**src/sv/bbd_pkg.sv**
```systemverilog
package bbd_pkg;

    localparam int SYM_PER_BLOCK   = 11;
    localparam int BYTES_PER_BLOCK = 8;
    localparam int RADIX           = 58;
    localparam int VALUE_W         = 64;
    localparam int COUNT_W         = 4;
    localparam int NBYTES_W        = 4;
    localparam int DIGIT_W         = 6;

    typedef enum logic [2:0] {
        ST_OK       = 3'd0,
        ST_INVALID  = 3'd1,
        ST_OVERFLOW = 3'd2,
        ST_LENGTH   = 3'd3,
        ST_TOO_BIG  = 3'd4
    } status_t;

    typedef struct packed {
        logic [VALUE_W-1:0]  value;
        logic [NBYTES_W-1:0] nbytes;
        logic                msg_last;
        status_t             status;
    } job_t;

    typedef struct packed {
        logic               valid;
        logic [DIGIT_W-1:0] digit;
    } digit_t;

    function automatic digit_t digit_of(input logic [7:0] sym);
        digit_t     res;
        logic [7:0] d;
        res.valid = 1'b1;
        d         = 8'd0;
        if (sym inside {[8'h31:8'h39]})
        begin
            d = sym - 8'h31;
        end
        else if (sym inside {[8'h41:8'h48]})
        begin
            d = sym - 8'h41 + 8'd9;
        end
        else if (sym inside {[8'h4A:8'h4E]})
        begin
            d = sym - 8'h4A + 8'd17;
        end
        else if (sym inside {[8'h50:8'h5A]})
        begin
            d = sym - 8'h50 + 8'd22;
        end
        else if (sym inside {[8'h61:8'h6B]})
        begin
            d = sym - 8'h61 + 8'd33;
        end
        else if (sym inside {[8'h6D:8'h7A]})
        begin
            d = sym - 8'h6D + 8'd44;
        end
        else
        begin
            res.valid = 1'b0;
        end
        res.digit = d[DIGIT_W-1:0];
        return res;
    endfunction

    // byte count of a final partial block, 0 where the length is not allowed
    function automatic logic [NBYTES_W-1:0] bytes_for(input logic [COUNT_W-1:0] cnt);
        logic [NBYTES_W-1:0] n;
        case (cnt)
            4'd2:    n = 4'd1;
            4'd3:    n = 4'd2;
            4'd5:    n = 4'd3;
            4'd6:    n = 4'd4;
            4'd7:    n = 4'd5;
            4'd9:    n = 4'd6;
            4'd10:   n = 4'd7;
            4'd11:   n = 4'd8;
            default: n = 4'd0;
        endcase
        return n;
    endfunction

endpackage

```
**src/sv/bbd_in_if.sv**
```systemverilog
interface bbd_in_if;

    logic       valid;
    logic       ready;
    logic [7:0] symbol;
    logic       message_last;

    modport source (output valid, output symbol, output message_last, input ready);
    modport sink   (input valid, input symbol, input message_last, output ready);

endinterface

```
**src/sv/bbd_out_if.sv**
```systemverilog
interface bbd_out_if;

    logic       valid;
    logic       ready;
    logic [7:0] data_byte;
    logic       run_last;
    logic       message_end;
    logic [2:0] status;

    modport source (output valid, output data_byte, output run_last, output message_end,
                    output status, input ready);
    modport sink   (input valid, input data_byte, input run_last, input message_end,
                    input status, output ready);

endinterface

```
**src/sv/bbd_queue.sv**
```systemverilog
module bbd_queue
    import bbd_pkg::*;
#(
    parameter int DEPTH = 4
)
(
    input  logic clk,
    input  logic rst_n,
    input  logic push,
    input  job_t push_job,
    output logic full,
    input  logic pop,
    output job_t pop_job,
    output logic empty
);

    localparam int IDX_W = (DEPTH > 1) ? $clog2(DEPTH) : 1;
    localparam int CNT_W = $clog2(DEPTH + 1);

    job_t             mem [DEPTH];
    logic [IDX_W-1:0] wr_reg, wr_next;
    logic [IDX_W-1:0] rd_reg, rd_next;
    logic [CNT_W-1:0] cnt_reg, cnt_next;
    logic             do_push, do_pop;

    assign full    = (cnt_reg == CNT_W'(DEPTH));
    assign empty   = (cnt_reg == '0);
    assign do_push = push && !full;
    assign do_pop  = pop && !empty;
    assign pop_job = mem[rd_reg];

    always_comb
    begin
        wr_next  = wr_reg;
        rd_next  = rd_reg;
        cnt_next = cnt_reg;
        if (do_push)
        begin
            wr_next = (wr_reg == IDX_W'(DEPTH - 1)) ? '0 : wr_reg + 1'b1;
        end
        if (do_pop)
        begin
            rd_next = (rd_reg == IDX_W'(DEPTH - 1)) ? '0 : rd_reg + 1'b1;
        end
        if (do_push && !do_pop)
        begin
            cnt_next = cnt_reg + 1'b1;
        end
        else if (do_pop && !do_push)
        begin
            cnt_next = cnt_reg - 1'b1;
        end
    end

    always_ff @(posedge clk or negedge rst_n)
    begin
        if (!rst_n)
        begin
            wr_reg  <= '0;
            rd_reg  <= '0;
            cnt_reg <= '0;
        end
        else
        begin
            wr_reg  <= wr_next;
            rd_reg  <= rd_next;
            cnt_reg <= cnt_next;
        end
    end

    always_ff @(posedge clk)
    begin
        if (do_push)
        begin
            mem[wr_reg] <= push_job;
        end
    end

endmodule

```
**src/sv/bbd_front.sv**
```systemverilog
module bbd_front
    import bbd_pkg::*;
(
    input  logic     clk,
    input  logic     rst_n,
    bbd_in_if.sink   text,
    output logic     push,
    output job_t     push_job,
    input  logic     q_full
);

    logic [VALUE_W-1:0]  block_value_reg, block_value_next;
    logic [COUNT_W-1:0]  count_reg, count_next;
    logic                failed_reg, failed_next;
    logic                accept;
    digit_t              dig;
    logic [VALUE_W+5:0]  prod;
    logic [VALUE_W-1:0]  nv;
    logic [COUNT_W-1:0]  cnt;
    logic [NBYTES_W-1:0] nb;
    logic [VALUE_W-1:0]  hi_mask;
    logic                last;

    assign text.ready = !q_full;
    assign accept     = text.valid && text.ready;
    assign last       = text.message_last;
    assign dig        = digit_of(text.symbol);
    assign prod       = {6'd0, block_value_reg} * (VALUE_W + 6)'(RADIX)
                        + {(VALUE_W)'(0), dig.digit};
    assign nv         = prod[VALUE_W-1:0];
    assign cnt        = count_reg + 1'b1;
    assign nb         = bytes_for(cnt);
    assign hi_mask    = ~(VALUE_W)'(0) << {nb, 3'b000};

    always_comb
    begin
        block_value_next = block_value_reg;
        count_next       = count_reg;
        failed_next      = failed_reg;
        push             = 1'b0;
        push_job.value    = '0;
        push_job.nbytes   = 4'd1;
        push_job.msg_last = last;
        push_job.status   = ST_OK;
        if (accept)
        begin
            if (failed_reg)
            begin
                if (last)
                begin
                    failed_next      = 1'b0;
                    block_value_next = '0;
                    count_next       = '0;
                end
            end
            else
            begin
                push             = 1'b1;
                block_value_next = '0;
                count_next       = '0;
                if (!dig.valid)
                begin
                    push_job.status = ST_INVALID;
                    failed_next     = !last;
                end
                else if (prod[VALUE_W+5:VALUE_W] != '0)
                begin
                    push_job.status = ST_OVERFLOW;
                    failed_next     = !last;
                end
                else if (cnt == COUNT_W'(SYM_PER_BLOCK))
                begin
                    push_job.value  = nv;
                    push_job.nbytes = NBYTES_W'(BYTES_PER_BLOCK);
                end
                else if (!last)
                begin
                    push             = 1'b0;
                    block_value_next = nv;
                    count_next       = cnt;
                end
                else if (nb == '0)
                begin
                    push_job.status = ST_LENGTH;
                end
                else if ((nv & hi_mask) != '0)
                begin
                    push_job.status = ST_TOO_BIG;
                end
                else
                begin
                    push_job.value  = nv;
                    push_job.nbytes = nb;
                end
            end
        end
    end

    always_ff @(posedge clk or negedge rst_n)
    begin
        if (!rst_n)
        begin
            block_value_reg <= '0;
            count_reg       <= '0;
            failed_reg      <= 1'b0;
        end
        else
        begin
            block_value_reg <= block_value_next;
            count_reg       <= count_next;
            failed_reg      <= failed_next;
        end
    end

`ifndef NO_ASSERTIONS
    a_open_block_short : assert property (@(posedge clk) disable iff (!rst_n)
        count_reg < COUNT_W'(SYM_PER_BLOCK))
        else $error("open block holds a full block of symbols");

    a_failed_block_clear : assert property (@(posedge clk) disable iff (!rst_n)
        failed_reg |-> (count_reg == '0 && block_value_reg == '0))
        else $error("failed message kept block state");
`endif

endmodule

```
**src/sv/bbd_back.sv**
```systemverilog
module bbd_back
    import bbd_pkg::*;
(
    input  logic      clk,
    input  logic      rst_n,
    input  job_t      pop_job,
    input  logic      q_empty,
    output logic      pop,
    bbd_out_if.source data
);

    logic [VALUE_W-1:0]  value_reg, value_next;
    logic [NBYTES_W-1:0] left_reg, left_next;
    logic                busy_reg, busy_next;
    logic                last_reg, last_next;
    status_t             status_reg, status_next;
    logic                out_valid_reg, out_valid_next;
    logic [7:0]          out_byte_reg, out_byte_next;
    logic                out_run_last_reg, out_run_last_next;
    logic                out_msg_end_reg, out_msg_end_next;
    status_t             out_status_reg, out_status_next;
    logic                advance, emit, finish;
    logic [NBYTES_W-1:0] pad;

    assign advance = !out_valid_reg || data.ready;
    assign emit    = advance && busy_reg;
    assign finish  = emit && (left_reg == 4'd1);
    assign pop     = !q_empty && (!busy_reg || finish);
    assign pad     = NBYTES_W'(BYTES_PER_BLOCK) - pop_job.nbytes;

    assign data.valid       = out_valid_reg;
    assign data.data_byte   = out_byte_reg;
    assign data.run_last    = out_run_last_reg;
    assign data.message_end = out_msg_end_reg;
    assign data.status      = out_status_reg;

    always_comb
    begin
        value_next        = value_reg;
        left_next         = left_reg;
        busy_next         = busy_reg;
        last_next         = last_reg;
        status_next       = status_reg;
        out_valid_next    = out_valid_reg;
        out_byte_next     = out_byte_reg;
        out_run_last_next = out_run_last_reg;
        out_msg_end_next  = out_msg_end_reg;
        out_status_next   = out_status_reg;
        if (emit)
        begin
            out_valid_next    = 1'b1;
            out_byte_next     = value_reg[VALUE_W-1 -: 8];
            out_run_last_next = (left_reg == 4'd1);
            out_msg_end_next  = (left_reg == 4'd1) && last_reg;
            out_status_next   = status_reg;
        end
        else if (advance)
        begin
            out_valid_next = 1'b0;
        end
        if (pop)
        begin
            // left-align so the next byte is always the top one
            value_next  = pop_job.value << {pad, 3'b000};
            left_next   = pop_job.nbytes;
            last_next   = pop_job.msg_last;
            status_next = pop_job.status;
            busy_next   = 1'b1;
        end
        else if (emit)
        begin
            value_next = value_reg << 8;
            left_next  = left_reg - 1'b1;
            if (finish)
            begin
                busy_next = 1'b0;
            end
        end
    end

    always_ff @(posedge clk or negedge rst_n)
    begin
        if (!rst_n)
        begin
            busy_reg      <= 1'b0;
            left_reg      <= '0;
            out_valid_reg <= 1'b0;
        end
        else
        begin
            busy_reg      <= busy_next;
            left_reg      <= left_next;
            out_valid_reg <= out_valid_next;
        end
    end

    always_ff @(posedge clk)
    begin
        value_reg        <= value_next;
        last_reg         <= last_next;
        status_reg       <= status_next;
        out_byte_reg     <= out_byte_next;
        out_run_last_reg <= out_run_last_next;
        out_msg_end_reg  <= out_msg_end_next;
        out_status_reg   <= out_status_next;
    end

`ifndef NO_ASSERTIONS
    a_busy_has_bytes : assert property (@(posedge clk) disable iff (!rst_n)
        busy_reg |-> (left_reg != '0 && left_reg <= NBYTES_W'(BYTES_PER_BLOCK)))
        else $error("serializer busy with no bytes left");

    a_end_is_run_last : assert property (@(posedge clk) disable iff (!rst_n)
        out_valid_reg && out_msg_end_reg |-> out_run_last_reg)
        else $error("message end without run end");

    a_error_single : assert property (@(posedge clk) disable iff (!rst_n)
        out_valid_reg && out_status_reg != ST_OK |-> out_run_last_reg && out_byte_reg == 8'd0)
        else $error("error result is not a single zero byte");
`endif

endmodule

```
**src/sv/base58_block_decoder.sv**
```systemverilog
// Streaming base58 block decoder. One ASCII symbol is taken per cycle on text
// while the job queue (four entries by default) has room; every 11 symbols
// form a block whose 64-bit value leaves on data as 8 bytes, most significant
// first, one byte per cycle from the back-end serializer while data is ready.
// A final partial block of 2, 3, 5, 6, 7, 9 or 10 symbols gives 1 to 7 bytes.
// An error (invalid symbol, overflow, bad final length, value too big for its
// bytes) gives one zero byte carrying the status code, and the rest of that
// message is dropped without results. The serializer takes the next job as it
// sends the last byte of a run; a block's bytes follow its closing symbol via
// the job queue, the serializer's value register and the output register.
module base58_block_decoder
    import bbd_pkg::*;
#(
    parameter int QUEUE_DEPTH = 4
)
(
    input  logic      clk,
    input  logic      rst_n,
    bbd_in_if.sink    text,
    bbd_out_if.source data
);

    logic push, pop, q_full, q_empty;
    job_t push_job, pop_job;

    bbd_front u_front (
        .clk      (clk),
        .rst_n    (rst_n),
        .text     (text),
        .push     (push),
        .push_job (push_job),
        .q_full   (q_full)
    );

    bbd_queue #(
        .DEPTH (QUEUE_DEPTH)
    ) u_queue (
        .clk      (clk),
        .rst_n    (rst_n),
        .push     (push),
        .push_job (push_job),
        .full     (q_full),
        .pop      (pop),
        .pop_job  (pop_job),
        .empty    (q_empty)
    );

    bbd_back u_back (
        .clk     (clk),
        .rst_n   (rst_n),
        .pop_job (pop_job),
        .q_empty (q_empty),
        .pop     (pop),
        .data    (data)
    );

endmodule
```
**src/flat_wrapper.sv**
```systemverilog
// flat-port wrapper written by rule: the top's interface ports become plain ports
module base58_block_decoder_flat import bbd_pkg::*;
#(
    parameter int QUEUE_DEPTH = 4
)
  (clk, rst_n, text_valid, text_symbol, text_message_last, text_ready, data_valid, data_data_byte, data_run_last, data_message_end, data_status, data_ready);
  bbd_in_if text_i ();
  bbd_out_if data_i ();
  input  logic clk;
  input  logic rst_n;
  input wire logic [$bits(text_i.valid)-1:0] text_valid;
  input wire logic [$bits(text_i.symbol)-1:0] text_symbol;
  input wire logic [$bits(text_i.message_last)-1:0] text_message_last;
  output wire logic [$bits(text_i.ready)-1:0] text_ready;
  output wire logic [$bits(data_i.valid)-1:0] data_valid;
  output wire logic [$bits(data_i.data_byte)-1:0] data_data_byte;
  output wire logic [$bits(data_i.run_last)-1:0] data_run_last;
  output wire logic [$bits(data_i.message_end)-1:0] data_message_end;
  output wire logic [$bits(data_i.status)-1:0] data_status;
  input wire logic [$bits(data_i.ready)-1:0] data_ready;
  assign text_i.valid = text_valid;
  assign text_i.symbol = text_symbol;
  assign text_i.message_last = text_message_last;
  assign text_ready = text_i.ready;
  assign data_valid = data_i.valid;
  assign data_data_byte = data_i.data_byte;
  assign data_run_last = data_i.run_last;
  assign data_message_end = data_i.message_end;
  assign data_status = data_i.status;
  assign data_i.ready = data_ready;
  base58_block_decoder #(.QUEUE_DEPTH(QUEUE_DEPTH)) u_core (.clk(clk), .rst_n(rst_n), .text(text_i), .data(data_i));
endmodule
```
**config.mk**
```make
export PLATFORM = sky130hd
export DESIGN_NAME = base58_block_decoder_flat
export DESIGN_NICKNAME = d
export VERILOG_FILES = /design/src/sv/bbd_pkg.sv /design/src/sv/bbd_in_if.sv /design/src/sv/bbd_out_if.sv /design/src/sv/bbd_queue.sv /design/src/sv/bbd_front.sv /design/src/sv/bbd_back.sv /design/src/sv/base58_block_decoder.sv /design/src/flat_wrapper.sv
export SDC_FILE = /design/constraint.sdc
export NUM_CORES = 1
export LEC_CHECK = 0
export ABC_AREA = 1
export BUFFER_PORTS_ARGS = -buffer_cell sky130_fd_sc_hd__clkbuf_2
export CAP_MARGIN = 10
export CELL_PAD_IN_SITES_DETAIL_PLACEMENT = 0
export CELL_PAD_IN_SITES_GLOBAL_PLACEMENT = 2
export CORE_ASPECT_RATIO = 1.2
export CORE_UTILIZATION = 39
export DETAILED_ROUTE_END_ITERATION = 16
export GPL_TIMING_DRIVEN = 0
export PLACE_DENSITY = 0.83
export SLEW_MARGIN = 10
export SYNTH_ARGS = -nofsm -noshare
export SYNTH_HDL_FRONTEND = slang
export SYNTH_SLANG_ARGS = --single-unit
```
**constraint.sdc**
```tcl
create_clock -name clk -period 8.8 [get_ports clk]
set_clock_uncertainty 0.15 [all_clocks]
set_input_delay 0.44 -clock clk [delete_from_list [all_inputs] [get_ports clk]]
set_output_delay 0.44 -clock clk [all_outputs]
set_load 0.005 [all_outputs]
```
==> flow_summary.yaml, run 1 <==
final_layout:
  drive_gt1_share_pct: 7.42
  final_util_pct: 43.3
  diodes: 0
  syn_to_final_growth_pct: 9.57
  largest_reg_flops: 288
  regArea_mm2: 0.0131
  nNetsFinal: 5152
  multi_input_area_mm2: 0.0187
  nFillCells: 9605
sta:
  rsz0062_at_grt: "false"
  min_period_ns: 8.00
  hold_viol: 0
  finalMaxSlewViolations: 0
  max_freq_mhz: 125
  worst_pin_slew_ns: 1.41
  max-slew-margin-rel_pct: 5.88
  fin_crit_sh_pct: 90.9
  finalSetupViolCount: 0
yosys:
  yosysWarnings: 0
  synth_mux_area_share_pct: 0.448
  yosysTopAreaCell: "edfxtp_1"
  synth_fa_ha_area_share_pct: 12.8
  ys_seq_elements: 451
  syn_area_mm2: 0.0360
  synthTopCellsByArea: "edfxtp_1 (31%), nand2_1 (14%), inv_1 (9.2%)"
  synth-compound-area-share_pct: 10.9
  synth.distinct_cells: 58
  synth_top_area_share_pct: 30.8
  synth-edff-count: 369
  ys.flop_type: "edfxtp_1"
  synth.avg_cell_area_um2: 7.56
  synth_top_family_by_area: "simple AND/OR/NAND/NOR gates"
  yosysSeqAreaShare_pct: 36.5
  syn_inst: 4759
  yosys.area_share.xor_xnor_pct: 0.779
  yosys.area_share.simple_pct: 26.9
  syn_nets: 5065
  async_flop_share_pct: 18.2
drt:
  first_iter_violations: 1736
  ant_nets: 0
  totalWireLength_um: 124000
  via_per_inst: 5.06
  num_vias: 30900
  dr.pass1.iters: 6
  wire_per_inst_um: 20.2
  drc: 0
floorplanning:
  ios: 28
  die_w_um: 279
  die_area_mm2: 0.0935
  initial_core_util_pct: 39.5
  core_mm2: 0.0911
  num_rows: 121
  die_height_um: 335
worst_setup_path:
  worstSetupPathType: "flop to flop"
  cpPeakStageDelay_ns: 0.56
  reg2reg_slack_ns: 0.80
  worstPathArrival_ns: 8.33
  cp_max_fo: 8
  critPathSlowestCell: "fa_1"
  startpoint_type: "flop"
  crit_top_cell: "nand2_1"
  worst_setup_path_end_kind: "flop"
  crit_required_ns: 9.13
global_routing:
  grt_pass1_wl_um: 188000
  grt_max_degree: 72
  overflow: 0
  grt_usage_pct: 26.8
  grt_pass1_vias: 31200
  antenna_found_initial: 0
place:
  io_buffer_count: 26
  dp_hpwl_um: 103000
  gp_congestion: 0.935
clock_tree:
  cts_hold_buf: 2
  ctsResizeCount: 0
  cts_tree: "yes"
  clkTransAtPathRegs_ns: 0.07
  cts-htree-levels: 2
  clock-sinks: 451
  cts_buffer_depth: 3
  cts_setup_buffers: 0
  root_buffer: "clkbuf_16"
  clkLatencyLatePin_ns: 0.61
  numCtsBuffers: 44
status:
  status: "complete, no violations"
worst_hold_path:
  min_path_type: "input port to flop"
flow_run:
  cap_violations: 0
==> cells in the final DEF, fill, tap and decap left out, types with 15 or more instances in the layout <==
cell type	synthesis	routed
nand2_1	1343	1343
inv_1	881	880
nor2_1	373	369
edfxtp_1	369	369
nand3_1	241	241
o21ai_0	208	208
ha_1	168	168
a21oi_1	163	163
fa_1	125	125
clkbuf_1	113	122
o22ai_1	103	103
nand4_1	88	88
dfrtp_1	82	82
a32o_1	48	48
clkbuf_16	0	45
inv_2	44	44
nand3_2	39	39
nand2_2	35	35
nor2_2	33	33
o21ai_2	30	30
xor2_1	25	25
clkbuf_2	0	25
nor3_1	23	22
nor2_4	15	19
o21ai_1	19	19
buf_2	16	16
o211ai_1	15	15
mux2i_1	15	15
==> path summary, 6_finish.rpt <==
kind,to,cells past startpoint,start
worst max-delay path,u_core.u_queue.cnt_reg[1],37,u_core.u_front.block_value_reg[12]
worst min-delay path,u_core.u_queue.mem[2][3],1,text_message_last
worst max register to register,u_core.u_queue.cnt_reg[1],37,u_core.u_front.block_value_reg[12]
worst min register to register,u_core.u_back.data.data_byte[6],0,u_core.u_back.value_reg[62]
max in group asynchronous,u_core.u_queue.wr_reg[1],3,rst_n
min in group asynchronous,u_core.u_back.left_reg[0],2,rst_n
==> cell usage after synthesis, types with 35 or more instances <==
cell type and count:
a21oi_1 163, a32o_1 48, clkbuf_1 113, dfrtp_1 82, edfxtp_1 369, fa_1 125
ha_1 168, inv_1 881, inv_2 44, nand2_1 1343, nand2_2 35, nand3_1 241
nand3_2 39, nand4_1 88, nor2_1 373, o21ai_0 208, o22ai_1 103
==> layout make-up <==
class | instances | share of cell area (%)
multi-input combinational | 3221 | 47.4
sequential | 451 | 33.3
inverter | 933 | 8.89
tap | 1230 | 3.90
clock buffer | 56 | 2.98
buffer | 154 | 1.81
timing repair buffer | 41 | 1.14
clock inverter | 25 | 0.616
==> worst max-delay path, delay by kind of cell, from the launching register on <==
family                   cells  cell delay (ns)
buffers and inverters        9             0.76
AND/OR/NAND/NOR             21             3.92
adder cells (fa/ha/maj)      6             2.35
flip-flops                   1             0.39
multiplexers                 1             0.27
==> cells by family after synthesis <==
logic type	Yosys count
xor gates and xnor gates	32
AOI/OAI and AO/OA	643
adders and majority gates	293
DFF	451
and+or+nand+nor	2237
muxes	16
buffers and inverters	1087
==> per-stage QoR <==
| step | instance area, um^2 | setup WS, ns | TNS, ns | hold slack, ns | instances |
|---|---|---|---|---|---|
| after floorplan | 36000 | 0.689 | 0 | -0.00559 | 4759 |
| after global placement | 37700 | -3.60 | -1012.04 | 0.252 | 6015 |
| after detailed placement | 38000 | 0.683 | 0 | 0.178 | 6028 |
| after CTS | 39400 | 0.649 | 0 | 0.0256 | 6111 |
| after global routing | 39400 | 0.311 | 0 | 0.0390 | 6111 |
| final | 39400 | 0.800 | 0 | 0.0570 | 6111 |
==> layer usage <==
layer / wire length [um] / track usage (%) / vias up
li1: - / - / 15500
met1: 51700 / 32.0 / 14600
met2: 61800 / 48.2 / 591
met3: 3090 / 1.80 / 211
met4: 7100 / 13.7 / 0
met5: 0 / 0 / -
Power of run 1 is not shown: default switching activity piles up to over one toggle a cycle in this logic, so the estimate is an artifact.
==> run 2, diff against run 1 <==
ABC_AREA = default   (was 1)
CORE_UTILIZATION = 40   (was 39)
PLACE_DENSITY = 0.78   (was 0.83)
==> run 2 against run 1 <==
- core utilization increased by 1.8 points
- count of clock-buffer cells in the layout stayed put
- synthesized cell count decreased by 35%
- synthesized area fell by 11%
- critical path type unchanged
- maximum frequency decreased by 6.0%
- critical path depth down 11
- non-clock buffer count shrank 5
- cell count shrank 30%
- routed wire length shrank 25%
==> flow_summary.yaml, run 2 <==
worst_setup_path:
  reg2reg_slack_ns: 0.28
  rr_startpoint: "u_core.u_front.block_value_reg[26]"
  cp_max_fo: 52
  worst_setup_path_end_kind: "flop"
  crit_required_ns: 8.86
  worstSetupPathType: "flop to flop"
  startpoint_type: "flop"
  crit_buf_inv: 7
  worstReg2RegEnd: "u_core.u_queue.mem[3][18]"
  critPathSlowestCell: "or4_4"
  crit_top_cell: "inv_1"
  crit_family: "simple AND/OR/NAND/NOR gates"
  rr_worst_depth: 26
  cpPeakStageDelay_ns: 0.61
  worstPathArrival_ns: 8.58
clock_tree:
  root_buffer: "clkbuf_16"
  numCtsBuffers: 44
  clock-sinks: 451
  clkTransAtPathRegs_ns: 0.06
  cts-htree-levels: 2
  cts_tree: "yes"
  clkLatencyLatePin_ns: 0.56
  cts_buffer_depth: 3
sta:
  max_freq_mhz: 117
  max-slew-margin-rel_pct: 21.7
  finalMaxSlewViolations: 0
  finalSetupViolCount: 0
  hold_viol: 0
  min_period_ns: 8.52
  fin_crit_sh_pct: 96.8
  worst_pin_slew_ns: 1.17
  setup_ws_ns: 0.285
worst_hold_path:
  min_path_type: "input port to flop"
  whs_endpoint: "u_core.u_back.data.valid"
  holdPathStages: 3
  hold_start: "data_ready"
yosys:
  async_flop_share_pct: 18.2
  synthTopCellsByCount: "inv_1 (434), edfxtp_1 (369), nand2_1 (352)"
  yosysWarnings: 0
  synth.distinct_cells: 103
  syn_inst: 3103
  syn_nets: 3408
  synth_top_area_share_pct: 34.6
  syn_area_mm2: 0.0320
  synth-edff-count: 369
  ys.flop_type: "edfxtp_1"
  synth.avg_cell_area_um2: 10.3
  yosysSeqAreaShare_pct: 41.0
  synthTopCellsByArea: "edfxtp_1 (35%), fa_1 (7.8%), ha_1 (6.5%)"
  ys_seq_elements: 451
  synth.most_common_cell: "inv_1"
  yosysTopAreaCell: "edfxtp_1"
final_layout:
  syn_to_final_growth_pct: 11.3
  nNetsFinal: 3503
  stdcell_count: 4268
  layout_commonest_cell: "inv_1"
  largest_reg_flops: 288
  diodes: 0
  drive_gt1_share_pct: 12.2
  mostFrequentLayoutCells: "inv_1 (434), edfxtp_1 (369), nand2_1 (351)"
  nFillCells: 7481
global_routing:
  grt_pass1_vias: 24000
  grt_usage_pct: 23.1
  overflow: 0
  antenna_found_initial: 0
  grt_max_degree: 65
  grt_pass1_wl_um: 143000
place:
  dp.cells: 4172
  io_buffer_count: 26
  dp_slack_ns: -0.929
  dp_hpwl_um: 75000
  gp_congestion: 0.959
floorplanning:
  initial_core_util_pct: 40.5
  ios: 28
  die_area_mm2: 0.0813
  core_mm2: 0.0792
  die_w_um: 260
  die_height_um: 312
  num_rows: 113
drt:
  totalWireLength_um: 92800
  wire_per_inst_um: 21.7
  ant_nets: 0
  first_iter_violations: 1717
  via_per_inst: 5.48
  dr.pass1.iters: 5
  num_vias: 23400
  drc: 0
pwr:
  p_leak_nw: 14.4
  power_density_mw_per_mm2: 207
  peakVddDrop_mv: 0.171
flow_run:
  cap_violations: 0
status:
  status: "complete, no violations"
-- run 2: cell count changes in the layout (fill, tap and decap cells not counted), moves of 62 or more --
cell     delta
nand2_1   -992
inv_1     -446
nor2_1    -236
nand3_1   -198
o22ai_1   -100
mux4_2     +71
nor3_2     +62
-- run 2: how the worst max path moves through the flow --
| stage | start | end | slack [ns] | cells after the start |
|---|---|---|---|---|
| 3_3_place_gp | text_symbol[1] | u_core.u_queue.mem[1][11] | -3.22 | 26 |
| 5_1_grt | u_core.u_front.block_value_reg[26] | u_core.u_queue.cnt_reg[2] | -0.009 | 31 |
| 4_1_cts | u_core.u_front.block_value_reg[10] | u_core.u_queue.cnt_reg[2] | 0.006 | 27 |
| 3_5_place_dp | text_symbol[4] | u_core.u_front.block_value_reg[62] | -0.93 | 30 |
| 2_1_floorplan | text_symbol[5] | u_core.u_queue.mem[0][0] | 0.35 | 28 |
| 6_report | u_core.u_front.block_value_reg[26] | u_core.u_queue.mem[3][18] | 0.28 | 26 |
-- run 2: repair_timing --
action | in CTS | in global routing
resized for setup | 18 | 38
setup buffers | 1 | 12
endpoints found under the hold margin | 34 | 0
hold buffers | 2 | 0
setup endpoints to repair | 634 | 580
pin swaps | 1 | 7
-- run 2: metrics by stage --
| step | total power [mW] | cell area (um^2) | hold WS, ns | utilization, % | setup TNS [ns] |
|---|---|---|---|---|---|
| 2_1_floorplan | 4.37 | 32000 | -0.00559 | - | 0 |
| 3_3_place_gp | 5.35 | 33500 | 0.258 | 42.3 | -1230.37 |
| 3_5_place_dp | 5.38 | 33700 | 0.261 | 42.5 | -402.31 |
| 4_1_cts | 7.44 | 35400 | 0.0271 | 44.7 | 0 |
| 5_1_grt | 7.72 | 35700 | 0.0811 | 45.0 | -0.00911 |
| 6_report | 7.39 | 35700 | 0.0630 | 45.0 | 0 |
-- run 2: layout make-up --
type | instances | area [um^2] | area share [%]
buffer | 141 | 623 | 1.75
clock buffer | 56 | 1170 | 3.27
clock inverter | 25 | 404 | 1.13
inverter | 434 | 1630 | 4.57
multi-input combinational | 2077 | 17000 | 47.7
sequential | 451 | 13100 | 36.8
tap | 1035 | 1290 | 3.63
timing repair buffer | 49 | 405 | 1.14
-- run 2: power by group --
group,leakage [nW],switching (mW),internal (mW)
clock,0.753,0.830,1.22
sequential,4.61,0.0837,2.59
combinational,9.03,1.82,0.850
total,14.4,2.73,4.66
-- run 2: per-layer routing --
metal  wire length [um]  up-vias  global-route usage [%]
li1                   -    11200                       -
met1              39900    11600                    29.9
met2              47300      465                    41.2
met3               2770      129                    1.39
met4               2850        0                    7.15
met5                  0        -                       0
-- run 2: worst reg2reg max path, stage by stage, from the launching register on --
cell	delay, ns
dfrtp_1	0.45
inv_1	0.19
fa_1	0.56
inv_1	0.05
ha_1	0.27
inv_1	0.05
fa_1	0.53
inv_1	0.04
ha_1	0.26
buf_2	0.25
and4_2	0.36
nand3_1	0.20
or4_1	0.58
a211oi_4	0.32
nor3_1	0.18
o41ai_2	0.34
xor2_2	0.39
nand4_4	0.25
or4_4	0.61
o311a_1	0.31
or3_1	0.39
and3_1	0.23
nand2_1	0.10
o31a_1	0.14
buf_4	0.16
and2_4	0.40
buf_16	0.31
-- run 2: cells by family (layout without fill, tap and decap cells) --
| logic type | after synthesis | count (layout) | synth area share, % |
|---|---|---|---|
| mux | 116 | 116 | 6.42 |
| buf+inv | 575 | 705 | 7.02 |
| xor+xnor | 120 | 120 | 3.30 |
| fa+ha+maj | 292 | 292 | 14.3 |
| flops | 451 | 451 | 41.0 |
| simple gates | 906 | 906 | 15.0 |
| compound gates | 643 | 643 | 13.0 |
(Power assumes the default switching activity.)
==> run 3, diff against run 2 <==
PLACE_DENSITY = default   (was 0.78)
PLACE_DENSITY_LB_ADDON = 0.1   (was default)
==> run 3 against run 2 <==
- core utilization shrank 0.24 points
- critical path type unchanged
- sequential cell count is the same
- critical endpoint is now u_core.u_queue.mem[1][17]
- first-iteration DRC count grew 1.6%
- total power shrank 2.0%
- register-to-register slack lost 0.02 ns
- routed wire length grew 2.9%
- sequential share of layout area grew 0.20 points
- non-clock buffer count shrank 5
==> flow_summary.yaml, run 3 (synthesized netlist as in run 2, its figures left out) <==
status:
  status: "complete, no violations"
clock_tree:
  clkTransAtPathRegs_ns: 0.06
  cts_tree: "yes"
  root_buffer: "clkbuf_16"
  cts_buffer_depth: 3
  numCtsBuffers: 44
  clkLatencyLatePin_ns: 0.58
  clock-sinks: 451
  cts-htree-levels: 2
worst_setup_path:
  rr_worst_depth: 24
  cp_max_fo: 10
  worstReg2RegEnd: "u_core.u_queue.mem[1][17]"
  startpoint_type: "flop"
  worstPathArrival_ns: 8.67
  crit_required_ns: 8.93
  reg2reg_slack_ns: 0.26
  rr_startpoint: "u_core.u_front.block_value_reg[21]"
  worst_setup_path_end_kind: "flop"
  worstSetupPathType: "flop to flop"
worst_hold_path:
  hold_start: "data_ready"
  whs_endpoint: "u_core.u_back.data.valid"
  holdPathStages: 3
  min_path_type: "input port to flop"
floorplanning:
  initial_core_util_pct: 40.5
  die_w_um: 260
  die_area_mm2: 0.0813
  die_height_um: 312
  ios: 28
  core_mm2: 0.0792
  num_rows: 113
pwr:
  p_clk_share_pct: 25.9
  comb_power_share_pct: 37.1
  power.net_switching_mw: 2.77
  power_density_mw_per_mm2: 204
  swShare_pct: 38.2
  seqPwrFrac_pct: 37.0
  p_int_mw: 4.48
  p_leak_nw: 14.3
  peakVddDrop_mv: 0.138
final_layout:
  nNetsFinal: 3502
  nFillCells: 7578
  final_cell_area_mm2: 0.0355
  diodes: 0
  layout_commonest_cell: "inv_1"
  drive_gt1_share_pct: 12.0
  largest_reg_flops: 288
  mostFrequentLayoutCells: "inv_1 (434), edfxtp_1 (369), nand2_1 (351)"
  stdcell_count: 4267
  multi_input_area_mm2: 0.0170
  syn_to_final_growth_pct: 10.7
  regArea_mm2: 0.0131
place:
  dp_hpwl_um: 77000
  dpl_cell_area_mm2: 0.0336
  dp.cells: 4171
  gp_congestion: 0.932
  io_buffer_count: 26
global_routing:
  overflow: 0
  grt_usage_pct: 23.7
  grt_pass1_vias: 24000
  antenna_found_initial: 0
  grt_pass1_wl_um: 146000
  grt_max_degree: 65
sta:
  worst_pin_slew_ns: 1.03
  fin_crit_sh_pct: 97.0
  rsz0062_at_grt: "false"
  finalMaxSlewViolations: 0
  min_period_ns: 8.54
  finalSetupViolCount: 0
  max-slew-margin-rel_pct: 30.9
  hold_slack_ns: 0.0617
  max_freq_mhz: 117
  hold_viol: 0
drt:
  via_per_inst: 5.51
  dr.pass1.iters: 5
  first_iter_violations: 1745
  num_vias: 23500
  wire_per_inst_um: 22.4
  drc: 0
  totalWireLength_um: 95400
  ant_nets: 0
flow_run:
  cap_violations: 0
run 3: changes by cell type in the layout (fill, tap and decap cells not counted), sizes merged:
cell / before / now
clkinv: 8 / 23
clkbuf: 167 / 156
and2: 42 / 46
inv: 439 / 440
buf: 77 / 73
bufinv: 9 / 3
run 3: worst max path at each step:
| stage | startpoint | cells after the start | end | slack, ns |
|---|---|---|---|---|
| 2_1_floorplan | text_symbol[5] | 28 | u_core.u_queue.mem[0][0] | 0.35 |
| 5_1_grt | u_core.u_front.block_value_reg[11] | 29 | u_core.u_queue.cnt_reg[2] | 0.002 |
| 6_report | u_core.u_front.block_value_reg[21] | 24 | u_core.u_queue.mem[1][17] | 0.26 |
| 4_1_cts | u_core.u_front.block_value_reg[12] | 25 | u_core.u_queue.mem[2][4] | 0.08 |
| 3_5_place_dp | text_symbol[4] | 25 | u_core.u_queue.mem[1][7] | -1.00 |
| 3_3_place_gp | text_symbol[0] | 26 | u_core.u_queue.mem[0][13] | -3.45 |
run 3: power by group through the flow:
stage | clock, mW | combinational (mW) | sequential, mW
5_1_grt | 1.99 | 2.90 | 2.70
4_1_cts | 1.92 | 2.70 | 2.68
2_1_floorplan | 0 | 1.66 | 2.70
3_5_place_dp | 0 | 2.67 | 2.73
3_3_place_gp | 0 | 2.64 | 2.73
6_report | 1.88 | 2.69 | 2.68
run 3: timing repair:
item | in CTS | in global routing
hold buffers | 2 | 0
pin swaps | 5 | 4
endpoints found under the hold margin | 39 | 0
buffers inserted | 1 | 9
gates resized for setup | 22 | 30
cloned | 4 | 0
endpoints found under the setup margin | 634 | 493
run 3: layout make-up:
cell class / count / area share (%)
clock inverters: 35 / 0.847
inverters: 434 / 4.59
well taps: 1035 / 3.65
plain buffers: 140 / 1.75
clock buffers: 46 / 3.19
flip-flops and latches: 451 / 37.0
multi-input cells: 2081 / 47.9
repair buffers: 45 / 1.04
run 3: metal layers:
layer / part of all wire [%] / global-route usage [%] / routed length, um
met1: 43 / 30.7 / 41400
met4: 3.3 / 7.26 / 3130
met3: 2.5 / 1.25 / 2430
met2: 51 / 42.3 / 48400
met5: 0 / 0 / 0
run 3: critical path, stage by stage (launching register included):
cell and delay [ns]:
dfrtp_1 0.44, inv_1 0.19, fa_1 0.55, inv_1 0.05
ha_1 0.28, inv_1 0.06, fa_1 0.49, inv_1 0.04
ha_1 0.27, buf_2 0.18, a21oi_1 0.27, o21ai_1 0.31
a211oi_1 0.49, o32ai_2 0.21, or4b_4 0.60, or4_1 0.50
buf_2 0.20, nor3b_1 0.36, mux2i_1 0.25, mux2i_1 0.11
o41ai_2 0.58, o311ai_1 0.26, nor4b_4 0.44, a31oi_4 0.35
nor3_1 0.62
run 3: metrics by stage:
stage	TNS [ns]	power (mW)	utilization, %	setup WS [ns]
2_1_floorplan	0	4.37	-	0.348
3_3_place_gp	-1370.18	5.38	42.3	-3.45
3_5_place_dp	-455.86	5.40	42.5	-1.00
4_1_cts	0	7.30	44.5	0.0821
5_1_grt	0	7.58	44.8	0.00176
6_report	0	7.25	44.8	0.261
